[config.mk]
export PLATFORM = sky130hd
export DESIGN_NAME = ean13_barcode_encoder
export DESIGN_NICKNAME = d
export VERILOG_FILES = /design/src/rtl/core/ean13_pkg.sv /design/src/rtl/core/ean13_barcode_encoder.sv
export SDC_FILE = /design/constraint.sdc
export NUM_CORES = 1
export LEC_CHECK = 0
export ABC_AREA = 1
export BUFFER_PORTS_ARGS = -buffer_cell sky130_fd_sc_hd__buf_2
export CORE_MARGIN = 2
export CORE_UTILIZATION = 36
export CTS_CLUSTER_SIZE = 20
export DETAILED_ROUTE_END_ITERATION = 8
export PLACE_DENSITY = 0.51
export SETUP_SLACK_MARGIN = 0.02
export SLEW_MARGIN = 20
export SYNTH_ARGS = -nofsm -noshare
export SYNTH_HDL_FRONTEND = slang
export SYNTH_SLANG_ARGS = --single-unit
[constraint.sdc]
create_clock -name clk -period 3.6 [get_ports clk]
set_input_delay 0.18 -clock clk [delete_from_list [all_inputs] [get_ports clk]]
set_output_delay 0.18 -clock clk [all_outputs]
set_load 0.01 [all_outputs]
[src/rtl/core/ean13_pkg.sv]
// Types, constants and code tables of the EAN-13 encoder.
`default_nettype none

package ean13_pkg;

	typedef struct packed {
		logic [7:0] char_code;
		logic       last_char;
	} req_t;

	typedef struct packed {
		logic [6:0] modules;
		logic [2:0] module_count;
		logic       code_done;
		logic [1:0] status;
		logic       run_last;
	} rsp_t;

	localparam logic [1:0] STATUS_OK        = 2'd0;
	localparam logic [1:0] STATUS_LENGTH    = 2'd1;
	localparam logic [1:0] STATUS_NON_DIGIT = 2'd2;
	localparam logic [1:0] STATUS_CHECK     = 2'd3;

	localparam logic [3:0] LAST_POSITION = 4'd12;
	localparam logic [3:0] CENTRE_POSITION = 4'd6;

	localparam logic [6:0] GUARD_SIDE   = 7'h05;
	localparam logic [6:0] GUARD_CENTRE = 7'h0A;

	localparam logic [2:0] COUNT_NONE   = 3'd0;
	localparam logic [2:0] COUNT_SIDE   = 3'd3;
	localparam logic [2:0] COUNT_CENTRE = 3'd5;
	localparam logic [2:0] COUNT_DIGIT  = 3'd7;

	localparam logic [7:0] ASCII_ZERO = 8'h30;
	localparam logic [7:0] ASCII_NINE = 8'h39;

	function automatic logic [6:0] r_code_of(input logic [3:0] digit);
		logic [6:0] code;
		unique case (digit)
			4'd0: code = 7'h72;
			4'd1: code = 7'h66;
			4'd2: code = 7'h6C;
			4'd3: code = 7'h42;
			4'd4: code = 7'h5C;
			4'd5: code = 7'h4E;
			4'd6: code = 7'h50;
			4'd7: code = 7'h44;
			4'd8: code = 7'h48;
			4'd9: code = 7'h74;
			default: code = 7'h00;
		endcase
		return code;
	endfunction

	function automatic logic [5:0] parity_of(input logic [3:0] digit);
		logic [5:0] pattern;
		unique case (digit)
			4'd0: pattern = 6'h00;
			4'd1: pattern = 6'h0B;
			4'd2: pattern = 6'h0D;
			4'd3: pattern = 6'h0E;
			4'd4: pattern = 6'h13;
			4'd5: pattern = 6'h19;
			4'd6: pattern = 6'h1C;
			4'd7: pattern = 6'h15;
			4'd8: pattern = 6'h16;
			4'd9: pattern = 6'h1A;
			default: pattern = 6'h00;
		endcase
		return pattern;
	endfunction

	function automatic logic [6:0] reverse7(input logic [6:0] value);
		logic [6:0] flipped;
		for (int i = 0; i < 7; i++) begin
			flipped[6 - i] = value[i];
		end
		return flipped;
	endfunction

endpackage

`default_nettype wire

[src/rtl/core/ean13_barcode_encoder.sv]
// EAN-13 encoder: turns a stream of code characters into bar module groups.
// One character is taken per clock while the four-entry result queue has room for two more
// results; the queue is what sets the rate. Each character yields one result, except the
// seventh and thirteenth digits, which yield two (digit plus centre or end guard); an ignored
// character after an error yields none. A character's results are written into the queue at
// the edge that accepts it, and the first of them is offered on the output in the next cycle
// when the queue was empty before.
`default_nettype none

module ean13_barcode_encoder (
	input  wire               clk,
	input  wire               arst_n,
	input  wire               req_valid,
	output logic              req_stall,
	input  wire ean13_pkg::req_t req,
	output logic              rsp_valid,
	input  wire               rsp_stall,
	output ean13_pkg::rsp_t   rsp
);
	import ean13_pkg::*;

	logic [3:0] position_q;
	logic [5:0] parity_q;
	logic [3:0] sum_q;
	logic       skip_q;

	logic [3:0] position_d;
	logic [5:0] parity_d;
	logic [3:0] sum_d;
	logic       skip_d;

	rsp_t       res0;
	rsp_t       res1;
	logic [1:0] res_n;

	rsp_t       queue_q [4];
	logic [1:0] rd_ptr_q;
	logic [1:0] wr_ptr_q;
	logic [2:0] count_q;

	logic       req_take;
	logic       rsp_take;

	logic       is_digit;
	logic [3:0] digit;
	logic [6:0] r_code;
	logic [4:0] product;
	logic [5:0] sum_raw;
	logic [3:0] sum_mod;
	logic [3:0] check;
	logic [2:0] parity_idx;
	logic [6:0] left_code;
	logic       length_err;

	assign req_stall = count_q > 3'd2;
	assign req_take  = req_valid && !req_stall;
	assign rsp_valid = count_q != 3'd0;
	assign rsp_take  = rsp_valid && !rsp_stall;
	assign rsp       = queue_q[rd_ptr_q];

	assign is_digit   = (req.char_code >= ASCII_ZERO) && (req.char_code <= ASCII_NINE);
	assign digit      = 4'(req.char_code - ASCII_ZERO);
	assign r_code     = r_code_of(digit);
	assign product    = position_q[0] ? 5'(5'(digit) * 5'd3) : 5'(digit);
	assign sum_raw    = 6'(sum_q) + 6'(product);
	assign check      = (sum_q == 4'd0) ? 4'd0 : 4'(4'd10 - sum_q);
	assign parity_idx = 3'(CENTRE_POSITION - position_q);
	assign left_code  = parity_q[parity_idx] ? reverse7(r_code) : ~r_code;
	assign length_err = (position_q >= LAST_POSITION) ? !req.last_char : req.last_char;

	always_comb begin
		priority if (sum_raw >= 6'd30) begin
			sum_mod = 4'(sum_raw - 6'd30);
		end else if (sum_raw >= 6'd20) begin
			sum_mod = 4'(sum_raw - 6'd20);
		end else if (sum_raw >= 6'd10) begin
			sum_mod = 4'(sum_raw - 6'd10);
		end else begin
			sum_mod = 4'(sum_raw);
		end
	end

	always_comb begin
		position_d = position_q;
		parity_d   = parity_q;
		sum_d      = sum_q;
		skip_d     = skip_q;
		res_n      = 2'd0;

		res0              = '0;
		res0.module_count = COUNT_NONE;
		res0.code_done    = 1'b1;
		res0.status       = STATUS_OK;
		res0.run_last     = 1'b1;
		res1              = '0;
		res1.modules      = GUARD_SIDE;
		res1.module_count = COUNT_SIDE;
		res1.code_done    = 1'b1;
		res1.status       = STATUS_OK;
		res1.run_last     = 1'b1;

		if (skip_q) begin
			if (req.last_char) begin
				position_d = '0;
				parity_d   = '0;
				sum_d      = '0;
				skip_d     = 1'b0;
			end
		end else if (length_err || !is_digit ||
			(position_q >= LAST_POSITION && digit != check)) begin
			res_n      = 2'd1;
			position_d = '0;
			parity_d   = '0;
			sum_d      = '0;
			if (length_err) begin
				res0.status = STATUS_LENGTH;
			end else if (!is_digit) begin
				res0.status = STATUS_NON_DIGIT;
			end else begin
				res0.status = STATUS_CHECK;
			end
			skip_d = !req.last_char;
		end else if (position_q >= LAST_POSITION) begin
			res_n             = 2'd2;
			res0.modules      = r_code;
			res0.module_count = COUNT_DIGIT;
			res0.code_done    = 1'b0;
			res0.run_last     = 1'b0;
			position_d        = '0;
			parity_d          = '0;
			sum_d             = '0;
		end else begin
			res_n             = 2'd1;
			position_d        = position_q + 4'd1;
			sum_d             = sum_mod;
			res0.code_done    = 1'b0;
			res0.module_count = COUNT_DIGIT;
			if (position_q == 4'd0) begin
				parity_d          = parity_of(digit);
				res0.modules      = GUARD_SIDE;
				res0.module_count = COUNT_SIDE;
			end else if (position_q <= CENTRE_POSITION) begin
				res0.modules = left_code;
				if (position_q == CENTRE_POSITION) begin
					res_n             = 2'd2;
					res0.run_last     = 1'b0;
					res1.modules      = GUARD_CENTRE;
					res1.module_count = COUNT_CENTRE;
					res1.code_done    = 1'b0;
				end
			end else begin
				res0.modules = r_code;
			end
		end
	end

	always_ff @(posedge clk or negedge arst_n) begin
		if (!arst_n) begin
			position_q <= '0;
			parity_q   <= '0;
			sum_q      <= '0;
			skip_q     <= 1'b0;
		end else if (req_take) begin
			position_q <= position_d;
			parity_q   <= parity_d;
			sum_q      <= sum_d;
			skip_q     <= skip_d;
		end
	end

	always_ff @(posedge clk or negedge arst_n) begin
		if (!arst_n) begin
			rd_ptr_q <= '0;
			wr_ptr_q <= '0;
			count_q  <= '0;
		end else begin
			if (rsp_take) begin
				rd_ptr_q <= rd_ptr_q + 2'd1;
			end
			if (req_take) begin
				wr_ptr_q <= wr_ptr_q + res_n;
			end
			count_q <= count_q + (req_take ? 3'(res_n) : 3'd0) - (rsp_take ? 3'd1 : 3'd0);
		end
	end

	always_ff @(posedge clk) begin
		if (req_take && res_n != 2'd0) begin
			queue_q[wr_ptr_q] <= res0;
		end
		if (req_take && res_n == 2'd2) begin
			queue_q[wr_ptr_q + 2'd1] <= res1;
		end
	end

endmodule

`default_nettype wire

Yosys cells after proc, flatten, opt, wreduce, memory -nomap -nowiden
Memory sizes are Yosys's and may differ from the RTL's.
Index checks and enable logic that the tools add are counted.
- flip-flop bits (word level): 22
- bits in writable memories: 56
- bits in read-only memories: 176
- input port bits: 13
- logic and storage cells: 113
- memories kept: 3
- add/sub/neg operators: 13
- $mul: 1
- order comparisons: 9
- equality and inequality tests: 4
- mux-type cells: 56
- bitwise logic cells: 1
- reduce and logical (&&, ||, !) cells: 19
- memories (name ; depth ; bits a word ; read ports ; clocked after memory_dff ; write ports ; line ; RTL):
    (no name shown) ; 16 ; 6 ; 1 ; 0 ; 0 ; ean13_pkg.sv:40 ; unique case (digit)
    (no name shown) ; 16 ; 5 ; 1 ; 0 ; 0 ; ean13_pkg.sv:58 ; unique case (digit)
    queue_q ; 4 ; 14 ; 1 ; 0 ; 2 ; ean13_barcode_encoder.sv:36 ; rsp_t queue_q [4];
- operator list (cell ; count):
    2-to-1 mux 8 bit ; 6
    2-to-1 mux 4 bit ; 11
    2-to-1 mux 6 bit ; 5
    2-to-1 mux 11 bit ; 2
    2-to-1 mux 7 bit ; 3
    2-to-1 mux 2 bit ; 9
    2-to-1 mux 1 bit ; 16
    2-to-1 mux 14 bit ; 1
    >= comparator 6 x 5 -> 1 bit (second input constant) ; 2
    >= comparator 8 x 6 -> 1 bit (second input constant) ; 1
    less-or-equal comparator 8 x 6 -> 1 bit (second input constant) ; 1
    logical NOT 4 bit ; 2
    subtractor 4 bit (second input constant) ; 2
    inverter 7 bit ; 1
    adder 4 x 5 -> 6 bit ; 1
    >= comparator 6 x 4 -> 1 bit (second input constant) ; 1
    logical AND 1 bit ; 6
    multiplier 4 x 2 -> 5 bit (second input constant) ; 1
    2-to-1 mux 5 bit ; 1
    adder 2 x 1 -> 2 bit (second input constant) ; 2
    adder 4 x 1 -> 4 bit (second input constant) ; 1
    equality test 4 x 3 -> 1 bit (second input constant) ; 1
    >= comparator 4 bit (second input constant) ; 1
    less-or-equal comparator 4 x 3 -> 1 bit (second input constant) ; 1
    other kinds (21) ; 25

Logic depth before layout (Yosys ltp)
Gate-level depths: netlist of the first run.
- depth in word-level cells: 11
- mapped depth: 20
- mapped depth without buffers: 20

Worst setup path before layout of the first run
Ideal clock, no wire load.
- kind: reg2reg
- start: register position_q[0]
- end: register sum_q[1]
- library setup time: 0.117 ns
- data arrival time: 2.678 ns
- data required time: 3.483 ns
- path slack: 0.805 ns
- stages on the path, launching flop included: 15
- path buffers: 1
- cell sequence: dfrtp_1 -> clkbuf_1 -> o21ai_0 -> fa_1 -> xor2_1 -> inv_1 -> ha_1 -> a21oi_1 -> nand2_1 -> nor2_1 -> nand2_1 -> nand2_1 -> nand3_1 -> nand3_1 -> nand2_1
- word-level cells in the longest chain between the ends: 9
- RTL lines (item ; line ; RTL):
    start: declaration ; ean13_barcode_encoder.sv:22 ; logic [3:0] position_q;
    start signal: assignment ; ean13_barcode_encoder.sv:164 ; position_q <= position_d;
    2-to-1 mux 5 bit ; ean13_barcode_encoder.sv:64 ; assign product = position_q[0] ? 5'(5'(digit) * 5'd3) : 5'(digit);
    adder 4 x 5 -> 6 bit ; ean13_barcode_encoder.sv:65 ; assign sum_raw = 6'(sum_q) + 6'(product);
    >= comparator 6 x 4 -> 1 bit or subtractor 4 bit (tied branches) ; ean13_barcode_encoder.sv:76, ean13_barcode_encoder.sv:77 ;
    2-to-1 mux 4 bit ; ean13_barcode_encoder.sv:76 ; end else if (sum_raw >= 6'd10) begin
    2-to-1 mux 4 bit ; ean13_barcode_encoder.sv:74 ; end else if (sum_raw >= 6'd20) begin
    2-to-1 mux 4 bit ; ean13_barcode_encoder.sv:72 ; priority if (sum_raw >= 6'd30) begin
    2-to-1 mux 4 bit ; ean13_barcode_encoder.sv:123 ; end else if (position_q >= LAST_POSITION) begin
    2-to-1 mux 4 bit (*) ; ean13_barcode_encoder.sv:109 ; end else if (length_err || !is_digit ||
    2-to-1 mux 4 bit (*) ; ean13_barcode_encoder.sv:102 ; if (skip_q) begin
    end signal: assignment ; ean13_barcode_encoder.sv:166 ; sum_q <= sum_d;
    end: declaration ; ean13_barcode_encoder.sv:24 ; logic [3:0] sum_q;
Mark *: on every way between the ends. The rest lies on a longest branch, timed or not.
A chain may end at the register's enable or synchronous reset.

Worst setup path after layout of the first run
Same ends and word-level chain as after synthesis.

==> results.md, run 1 <==
- CP Data Arrival Time: approximately 3.1 ns
- Placed cells: between 800 and 900
- Starting Density: 0.367
- Num CTS Buffers: 9
- CP max stage delay: around 0.52 ns
- Max cap viols: 0
- Worst path slowest cell: dfrtp_1
- Clk root buf: clkbuf_16
- GRT Util Overall: 0.179
- Drt total wl: ~12000 um
- Outcome: finished, final reports clean
- Cell family with most CP delay: adder cells
- Core area: about 13000 sq um
- Max Slew Vio Count: 0
- Chip Height: 120 um
- Synth Net Count: 676
- Via density: 4.91
- Max-slew headroom: 0.656
- EDFF count, synth: 28
- Top cell type's share of synthesized area: 0.173
- NetSw: between 1 and 1.5 mW
- Clk slew on worst S/H paths: around 0.060 ns
- Mapped Area: around 4900 sq um
- Post-synthesis cell type count: 39
- VDD IR max: ~240 uV
- Synth cell count leaders: nand2_1, nor2_1, inv_1
- Initial DRC count: 314
- Part of the cycle the worst path needs: 0.806
- CTS resizes: 0
- Ports: 29
- Area leader, netlist: edfxtp_1
- Min-Delay Path Class: input port to flop
- P_int: 2.00 mW
- #FFs+latches synth: just under 80
- Hold Slack: roughly 0.16 ns
- Final Critical Period: 2.90 ns
- Post-DRT Antenna Nets: 0
- GP Congestion: around 0.86
- RSZ-0062 raised after global routing: no
- Worst EP required: 3.83 ns
- Final Non-Filler Cells: about 850
- Chip width: between 100 and 150 um
- FFs w/ async S/R, synth: 0.273
- Mapped Cells: about 630
- Seq pwr share: 0.372
- Syn. warnings: 0
- CTS sink cnt: 77
- Final Hold Viols: 0
- Comb power frac: 0.350
- Final-stage net count: 710
- Dominant synthesized flop cell: edfxtp_1
- Crit path buf inv count: 1
- Antenna violations before repair: 1
- Total gr overflow: 0
- Leakage: ~2.6 nW
- H-tree Lvls: 3
- Die ar.: 14500 sq um
- Vias in the first global route: a little over 4000
- First-pass GRT wire length: ~20000 um
- # DRC: 0
- Count leader, synth: nand2_1
- Drt first pass iters: 4
- Critical path capture point type: flop
- Setup TNS: 0 ns
- CP Max Fanout: 8
- Fmax: approximately 340 MHz
- Clock Path Buffers: 2
- ANT cells: 0
- Vias: 4158
- Number of port buffers: 28
- Worst-Skew Late Latency: 0.34 ns
- CP startpoint kind: flop
- Sw frac: 0.375
- Largest net degree at the start of global routing: 32
- Most used cell, CP: nand2_1
- CP cell instances: o21ai_0 > fa_1 > xor2_1 > inv_1 > ha_1 > a21oi_1 > nand2_1 > nor2_1 > nand2_1 > nand2_1 > nand3_1 > nand3_1 > nand2_1
- Fill cells: approximately 1400
- Num rows: between 40 and 50
- Setup Viol. Count Final: 0
- Crit path kind: flop to flop
- Power Dens Cells: 580 nW/um^2
- Clk_skew: roughly 0.0084 ns
- CTS tree: yes
- Drt wl/cell: between 10 and 15 um
- Syn Area/Cell: 7.70 sq um
- Clk pwr share: 0.278
- Detail Placement HPWL: about 9000 um
- Synth-to-layout area growth: 13.3%
- Dominant cells by area after synthesis: edfxtp_1, nand2_1, dfxtp_1
- Seq/Total Area, Yosys: 0.396
- Fraction of layout instances using a drive strength above 1: 0.154
- Actual slew at the worst max-slew pin: ~0.52 ns
## power groups by stage
stage / clock network (mW) / registers, mW / logic, mW
after floorplan: 0 / 1.17 / 0.795
after global placement: 0 / 1.21 / 1.11
after detailed placement: 0 / 1.21 / 1.14
after CTS: 0.913 / 1.19 / 1.14
after global routing: 0.952 / 1.22 / 1.28
final: 0.889 / 1.19 / 1.12
## final timing paths
check,start,endpoint,slack [ns],depth (start not counted)
min in group asynchronous,arst_n,position_q[1],0.36,2
max,position_q[0],sum_q[1],0.70,13
max reg2reg,position_q[0],sum_q[1],0.70,13
max in group asynchronous,arst_n,sum_q[0],2.89,2
min,rsp_stall,rd_ptr_q[0],0.16,3
min reg2reg,queue_q[0][11],queue_q[0][11],0.45,2
## worst reg2reg max path: cells and delay by family, from the launching register on
kind,cells,cell delay [ns]
xor+xnor,1,0.35
compound gates,2,0.36
flops,1,0.52
simple gates,7,0.63
fa+ha+maj,2,0.72
buf+inv,1,0.21
## state kept, by name (all words and copies together) (netlist names)
name and flops:
count_q 3, parity_q 5, position_q 4, queue_q 56
rd_ptr_q 2, skip_q 1, sum_q 4, wr_ptr_q 2
## through the flow
stage	power (mW)	instance area, sq um	setup slack [ns]	utilization
floorplan	1.96	4870	0.805	-
global placement	2.31	5210	0.490	0.394
detailed placement	2.34	5210	0.406	0.394
CTS	3.24	5510	0.697	0.416
global route	3.45	5510	0.369	0.416
finish	3.20	5510	0.697	0.416
## cell type report
class,instances,area [sq um],area share
clock buffer,9,225,0.0408
clock inverter,7,65.1,0.0118
inverter,78,293,0.0531
multi-input combinational,468,2610,0.474
sequential,77,1930,0.349
tap,176,220,0.0399
timing repair buffer,32,173,0.0313
## layer usage
metal / track usage / up-vias / part of all wire
met5: 0 / - / 0.00091
met4: 0.0705 / 2 / 0.025
met3: 0.0274 / 27 / 0.032
met2: 0.304 / 68 / 0.48
met1: 0.229 / 1903 / 0.46
li1: - / 2158 / -
## cells in the final DEF (no fill, tap or decap), types with 2 or more instances in the layout
cell type / n
ha_1: 28
edfxtp_1: 28
o21ai_0: 46
o211ai_1: 6
clkinv_1: 4
nand3_1: 32
fa_1: 3
nor2_4: 2
nand2_2: 10
nand3_2: 3
inv_2: 20
nor3_4: 4
a21oi_1: 12
nand2_4: 7
clkbuf_16: 9
dfxtp_1: 28
xnor2_1: 4
nor2_1: 73
inv_1: 56
nor2_2: 5
nand4_1: 7
nor3_1: 2
dfrtp_1: 21
o21ai_1: 37
xor2_1: 6
buf_4: 3
nand2_1: 154
a21oi_2: 2
nor2_8: 2
o22ai_1: 15
buf_2: 28
## timing repair
item	in CTS	in global routing
endpoints found under the hold margin	21	0
hold buffers	1	0
buffers inserted	0	0
## logic make-up (layout without fill, tap and decap cells)
kind of cell	count (synthesis)	count (layout)	share of synthesized area
fa+ha+maj	31	31	0.0843
xor+xnor	11	11	0.0213
buf+inv	87	126	0.0674
simple gates	305	305	0.296
compound gates	121	121	0.135
flops	77	77	0.396
No activity file was read; power rests on OpenSTA's default activity.
==> run 2: changes to the inputs <==
Settings changed: ABC_AREA 1 to 0.
Clock period 3.6 ns to 3 ns, I/O delays scaled along.
==> run 2 against run 1 <==
  * Area after synthesis increased by 2.4%
  * Combinational power increased by 4%
  * Final cell count decreased by 7.8%
  * Wire length increased by 8.3%
  * Non-clock buffer count increased by 70
  * Worst hold slack got worse by 0.046 ns
  * Clock skew increased by 0.00061 ns
  * Global-route usage increased by 0.45 points
  * Critical endpoint is now count_q[2]
  * Largest power group unchanged
==> results.md, run 2 <==
- Die ar.: between 10000 and 15000 sq um
- Top Usage Layer GRT: met2
- Mapped Cells: 517
- CP max stage delay: roughly 0.45 ns
- Number of port buffers: 28
- Initial DRC count: between 200 and 300
- Setup Viol. Count Final: 0
- Starting Density: 0.372
- # DRC: 0
- Sw frac: 0.332
- Top cell type's share of synthesized area: 0.169
- First-pass GRT wire length: approximately 21000 um
- Synth-to-layout area growth: 26.6%
- Placement Cell Area: between 5000 and 6000 sq um
- Syn. warnings: 0
- Worst path slowest cell: dfrtp_2
- Post-DRT Antenna Nets: 0
- Top flop regs: queue_q: 56 flops, parity_q: 5 flops
- Drt wl/cell: ~17 um
- Synth cell count leaders: nand2_1, o21ai_0, dfxtp_1, edfxtp_1, ha_1
- Chip Height: 122 um
- GP Congestion: 0.797
- Drt first pass iters: 6
- Vias: approximately 4200
- Hold_sp: rsp_stall
- CTS sink cnt: 77
- Power Dens Cells: just under 600 nW/um^2
- ANT cells: 0
- Actual slew at the worst max-slew pin: approximately 0.83 ns
- Final-stage net count: 644
- CP Max Fanout: 6
- CP endpoint: count_q[2]
- Dominant cells by area after synthesis: edfxtp_1, dfxtp_1, dfrtp_1
- CTS tree: yes
- Most used cell, CP: a311oi_2
- Part of the cycle the worst path needs: 0.963
- CP cell instances: or3b_1 > a311oi_2 > a311oi_2 > nor2_1 > or2_4 > o21ai_2 > ha_1 > inv_1 > ha_2 > fa_2 > xnor2_2 > xnor2_1
- Worst EP required: roughly 3.3 ns
- Seq pwr share: 0.383
- Synth Net Count: ~560
- GRT Util Overall: 0.184
- RSZ-0062 raised after global routing: yes
- Max-slew headroom: 0.445
- Min-Delay Path Class: input port to flop
- Origin of the worst setup path: sum_q[0]
- Post-synthesis cell type count: 77
- H-tree Lvls: 3
- Count leader, synth: nand2_1
- Dominant synthesized flop cell: edfxtp_1
- Leakage: roughly 2.6 nW
- Reg2reg start: sum_q[0]
- Met3 Usage GRT: 0.0281
- P_int: 2.48 mW
- Max FFs per register: 56
- Clock Path Buffers: 2
- Final Hold Viols: 0
- Final Critical Period: between 2 and 3 ns
- Met2 usage: 0.321
- Syn Area/Cell: 9.64 sq um
- Ports: 29
- Max Slew Vio Count: 0
- NetSw: approximately 1.2 mW
- CP startpoint kind: flop
- Critical path capture point type: flop
- FF-to-FF setup slack: between 0.1 and 0.15 ns
- Seq/Total Area, Yosys: 0.387
- Clk slew on worst S/H paths: around 0.060 ns
- Outcome: finished, final reports clean
- Comb power frac: 0.314
- Num CTS Buffers: 9
- Worst-Skew Late Latency: 0.34 ns
- Core area: between 10000 and 15000 sq um
- Reg2Reg Depth: 12
- Fraction of layout instances using a drive strength above 1: 0.322
- Clk root buf: clkbuf_16
- Area leader, netlist: edfxtp_1
- Drt total wl: 13100 um
- Commonest non-fill, non-tap cell in the layout: nand2_1
- CP Data Arrival Time: 3.15 ns
- Via density: 5.43
- Mapped Area: ~5000 sq um
- Reg with most FFs: queue_q
- Final Instance Area: between 6000 and 7000 sq um
- Clk pwr share: 0.303
- Met1 Track Usage GR: 0.234
- Fmax: roughly 350 MHz
- EDFF count, synth: 28
- Vias in the first global route: 4233
- Crit path kind: flop to flop
- Most frequent cells in the layout: nand2_1, buf_4, buf_2, dfxtp_1, edfxtp_1
- Num rows: 42
- Chip width: 122 um
- Total gr overflow: 0
- Clk_skew: between 0.008 and 0.009 ns
- Detail Placement HPWL: 9680 um
- Max cap viols: 0
- Crit Reg-Reg Endpoint: count_q[2]
- FFs w/ async S/R, synth: 0.273
- Largest net degree at the start of global routing: 27
- Antenna violations before repair: 0
- #FFs+latches synth: just under 80
- VDD IR max: 301 uV
- Hold Slack: 0.118 ns
==> run 2: changes by cell type in the layout (fill, tap and decap cells not counted), moves of 9 or more <==
cell | before | now
inv_2 | 20 | 2
mux4_2 | 0 | 15
a21oi_1 | 12 | 21
buf_4 | 3 | 69
o21ai_1 | 37 | 9
o21ai_0 | 46 | 24
nand3_1 | 32 | 14
nor2_1 | 73 | 21
inv_1 | 56 | 18
nand2_1 | 154 | 75
==> run 2: critical path, delay by kind of cell (launching register included) <==
| kind | cells | cell delay (ns) |
|---|---|---|
| xor+xnor | 2 | 0.32 |
| simple gates | 3 | 0.73 |
| fa+ha+maj | 3 | 0.85 |
| compound gates | 3 | 0.44 |
| buf+inv | 1 | 0.04 |
| flops | 1 | 0.45 |
==> run 2: how the worst min path moves through the flow <==
| stage | end | slack [ns] | depth (start not counted) |
|---|---|---|---|
| floorplan | count_q[0] | -0.15 | 0 |
| CTS | rd_ptr_q[0] | 0.12 | 3 |
| global placement | count_q[2] | 0.16 | 1 |
| detailed placement | count_q[0] | 0.17 | 1 |
| global route | rd_ptr_q[0] | 0.12 | 3 |
| finish | rd_ptr_q[0] | 0.12 | 3 |
==> run 2: kinds of logic (layout without fill, tap and decap cells) <==
kind of cell,Yosys count,in the layout,synth area share
buffers and inverters,51,139,0.0449
and+or+nand+nor,181,181,0.193
muxes,27,27,0.0956
DFF,77,77,0.387
AOI/OAI and AO/OA,137,137,0.175
adders and majority gates,31,31,0.0823
xor gates and xnor gates,13,13,0.0228
==> run 2: layout make-up <==
cell class              count  area [sq um]
fillers                  1288          7090
well taps                 176           220
clock buffers               9           225
flip-flops and latches     77          1930
multi-input cells         389          3050
inverters                  21          83.8
repair buffers            102           718
clock inverters             7          81.3
==> run 2: metrics by stage <==
step	setup TNS (ns)	cells	power (mW)	util	worst slack, ns
after global routing	-0.0221	781	3.94	0.471	-0.0221
after detailed placement	-0.802	755	2.57	0.429	-0.259
after floorplan	-0.124	517	2.16	-	-0.0912
after global placement	-0.590	755	2.53	0.429	-0.216
after CTS	0	772	3.70	0.454	0.0273
final	0	781	3.72	0.471	0.110
==> run 2: timing repair <==
action,in CTS,in global routing
resized for setup,6,35
endpoints found under the setup margin,3,5
setup buffers,0,9
pin swaps,0,22
hold endpoints to repair,21,0
hold buffers,1,0
==> run 2: metal layers <==
| layer | vias up | share of wire |
|---|---|---|
| met3 | 12 | 0.031 |
| met1 | 2064 | 0.46 |
| met5 | - | 0 |
| met2 | 77 | 0.50 |
| li1 | 2084 | - |
| met4 | 0 | 0.013 |
==> run 2: power groups by stage <==
stage | clock [mW] | sequential [mW] | combinational (mW)
floorplan | 0 | 1.31 | 0.847
global placement | 0 | 1.44 | 1.09
detailed placement | 0 | 1.45 | 1.12
CTS | 1.15 | 1.43 | 1.12
global route | 1.19 | 1.46 | 1.29
finish | 1.13 | 1.43 | 1.17
==> run 3: changes to the inputs <==
--- a/config.mk
+++ b/config.mk
@@ -13,6 +13,6 @@
 export DETAILED_ROUTE_END_ITERATION = 8
 export PLACE_DENSITY = 0.51
+export RECOVER_POWER = 50
 export SETUP_SLACK_MARGIN = 0.02
-export SLEW_MARGIN = 20
 export SYNTH_ARGS = -nofsm -noshare
 export SYNTH_HDL_FRONTEND = slang
==> constraint.sdc (replaced) <==
create_clock -name clk -period 3 [get_ports clk]
set_input_delay 0.15 -clock clk [delete_from_list [all_inputs] [get_ports clk]]
set_output_delay 0.15 -clock clk [all_outputs]
set_load 0.05 [all_outputs]
==> run 3 against run 2 <==
  * Non-clock buffer count down 5
  * Register-to-register slack worse by 0.02 ns
  * Critical endpoint unchanged
  * Combinational power up 24%
  * Maximum frequency down 0.74%
  * Largest power group is now combinational logic
  * Critical path type unchanged
  * Largest cell class unchanged
==> results.md, run 3 (synthesis gave the netlist of run 2 again) <==
- Outcome: finished, final reports clean
- Num rows: between 40 and 50
- Crit path kind: flop to flop
- FF-to-FF setup slack: around 0.088 ns
- Final Hold Viols: 0
- H-tree Lvls: 3
- Fill cells: about 1300
- Min-Delay Path Class: input port to flop
- Clk_skew: around 0.0067 ns
- ANT cells: 0
- Die ar.: ~15000 sq um
- Max cap viols: 0
- VDD IR max: ~320 uV
- Leakage: around 2.6 nW
- Max FFs per register: 56
- Worst-Skew Late Latency: 0.34 ns
- Largest net degree at the start of global routing: 27
- Synth-to-layout area growth: 25.4%
- Vias in the first global route: 4226
- Setup Viol. Count Final: 0
- Fmax: 343 MHz
- Core area: 13400 sq um
- Power Dens Cells: roughly 660 nW/um^2
- Final Instance Area: 6250 sq um
- Worst EP required: between 3 and 4 ns
- Drt first pass iters: 4
- Final Non-Filler Cells: between 700 and 800
- Via density: ~5.3
- Ports: 29
- Actual slew at the worst max-slew pin: between 1 and 1.5 ns
- Placed cells: around 760
- Num CTS Buffers: 9
- Antenna violations before repair: 0
- Vias: approximately 4100
- Max Slew Vio Count: 0
- Clk slew on worst S/H paths: about 0.060 ns
- # DRC: 0
- CP Data Arrival Time: 3.17 ns
- CTS tree: yes
- Drt total wl: between 10000 and 15000 um
- Hold_sp: rsp_stall
- Number of port buffers: 28
- Chip width: between 100 and 150 um
- Total gr overflow: 0
- Post-DRT Antenna Nets: 0
- Placement Cell Area: 5750 sq um
- Part of the cycle the worst path needs: 0.971
- GP Congestion: between 0.7 and 0.8
- Reg2reg start: sum_q[0]
- Starting Density: 0.372
- Max-slew headroom: 0.142
- RSZ-0062 raised after global routing: yes
- Clock Path Buffers: 2
- Origin of the worst setup path: sum_q[0]
- Detail Placement HPWL: 9690 um
- First-pass GRT wire length: about 21000 um
- Most frequent cells in the layout: nand2_1, buf_4, dfxtp_1, edfxtp_1, buf_2
- Final-stage net count: about 640
- Top flop regs: queue_q: 56 flops, parity_q: 5 flops
- Clk root buf: clkbuf_16
- CTS sink cnt: 77
- Reg with most FFs: queue_q
- Final Critical Period: 2.91 ns
- Drt wl/cell: roughly 17 um
- CP Max Fanout: 8
- Fraction of layout instances using a drive strength above 1: 0.290
- Initial DRC count: 335
- Chip Height: between 100 and 150 um
- CP startpoint kind: flop
- Commonest non-fill, non-tap cell in the layout: nand2_1
- GRT Util Overall: 0.186
- Critical path capture point type: flop
run 3: repair_timing:
item / 4_1_cts / 5_1_grt
hold buffers: 1 / 0
pin swaps: 1 / 15
buffers inserted: 1 / 3
gates resized for setup: 9 / 19
endpoints found under the setup margin: 3 / 5
endpoints found under the hold margin: 21 / 0
run 3: path summary, 6_finish.rpt:
path / to / cells after the start
max: count_q[2] / 12
min: rd_ptr_q[0] / 3
max reg2reg: count_q[2] / 12
min reg2reg: queue_q[1][4] / 2
max in group asynchronous: position_q[0] / 2
min in group asynchronous: count_q[0] / 2
run 3: report_power, final:
| group | switching, mW | leakage (nW) | internal, mW |
|---|---|---|---|
| logic | 0.864 | 1.66 | 0.584 |
| registers | 0.201 | 0.776 | 1.23 |
| clock network | 0.457 | 0.170 | 0.819 |
run 3: layout make-up:
type,count,area [sq um],area share
Inverter,21,83.8,0.0134
Sequential cell,77,1930,0.309
Clock buffer,9,225,0.0360
Clock inverter,7,121,0.0194
Tap cell,176,220,0.0352
Multi-Input combinational cell,389,3000,0.480
Timing Repair Buffer,97,669,0.107
run 3: through the flow:
stage | total power [mW] | hold slack [ns] | setup WS [ns] | TNS [ns] | utilization
floorplan | 2.47 | -0.146 | -0.0912 | -0.124 | -
global placement | 2.83 | 0.155 | -0.216 | -0.586 | 0.429
finish | 4.16 | 0.118 | 0.0881 | 0 | 0.466
CTS | 4.17 | 0.115 | 0.0266 | 0 | 0.459
detailed placement | 2.87 | 0.166 | -0.314 | -0.901 | 0.429
global route | 4.38 | 0.133 | -0.0400 | -0.0831 | 0.466
run 3: critical path, stage by stage, from the launching register on:
cell and delay [ns]:
dfrtp_2 0.46, or3b_1 0.38, a311oi_2 0.28, a311oi_2 0.09, nor2_1 0.17, or2_4 0.18
o21ai_2 0.06, ha_1 0.28, inv_1 0.04, ha_2 0.17, fa_2 0.40, xnor2_2 0.18
xnor2_1 0.14
run 3: per-layer routing:
layer  routed length [um]  GRT usage
met5                    0          0
met4                  103     0.0560
met3                  306     0.0272
met2                 6620      0.331
met1                 5960      0.234
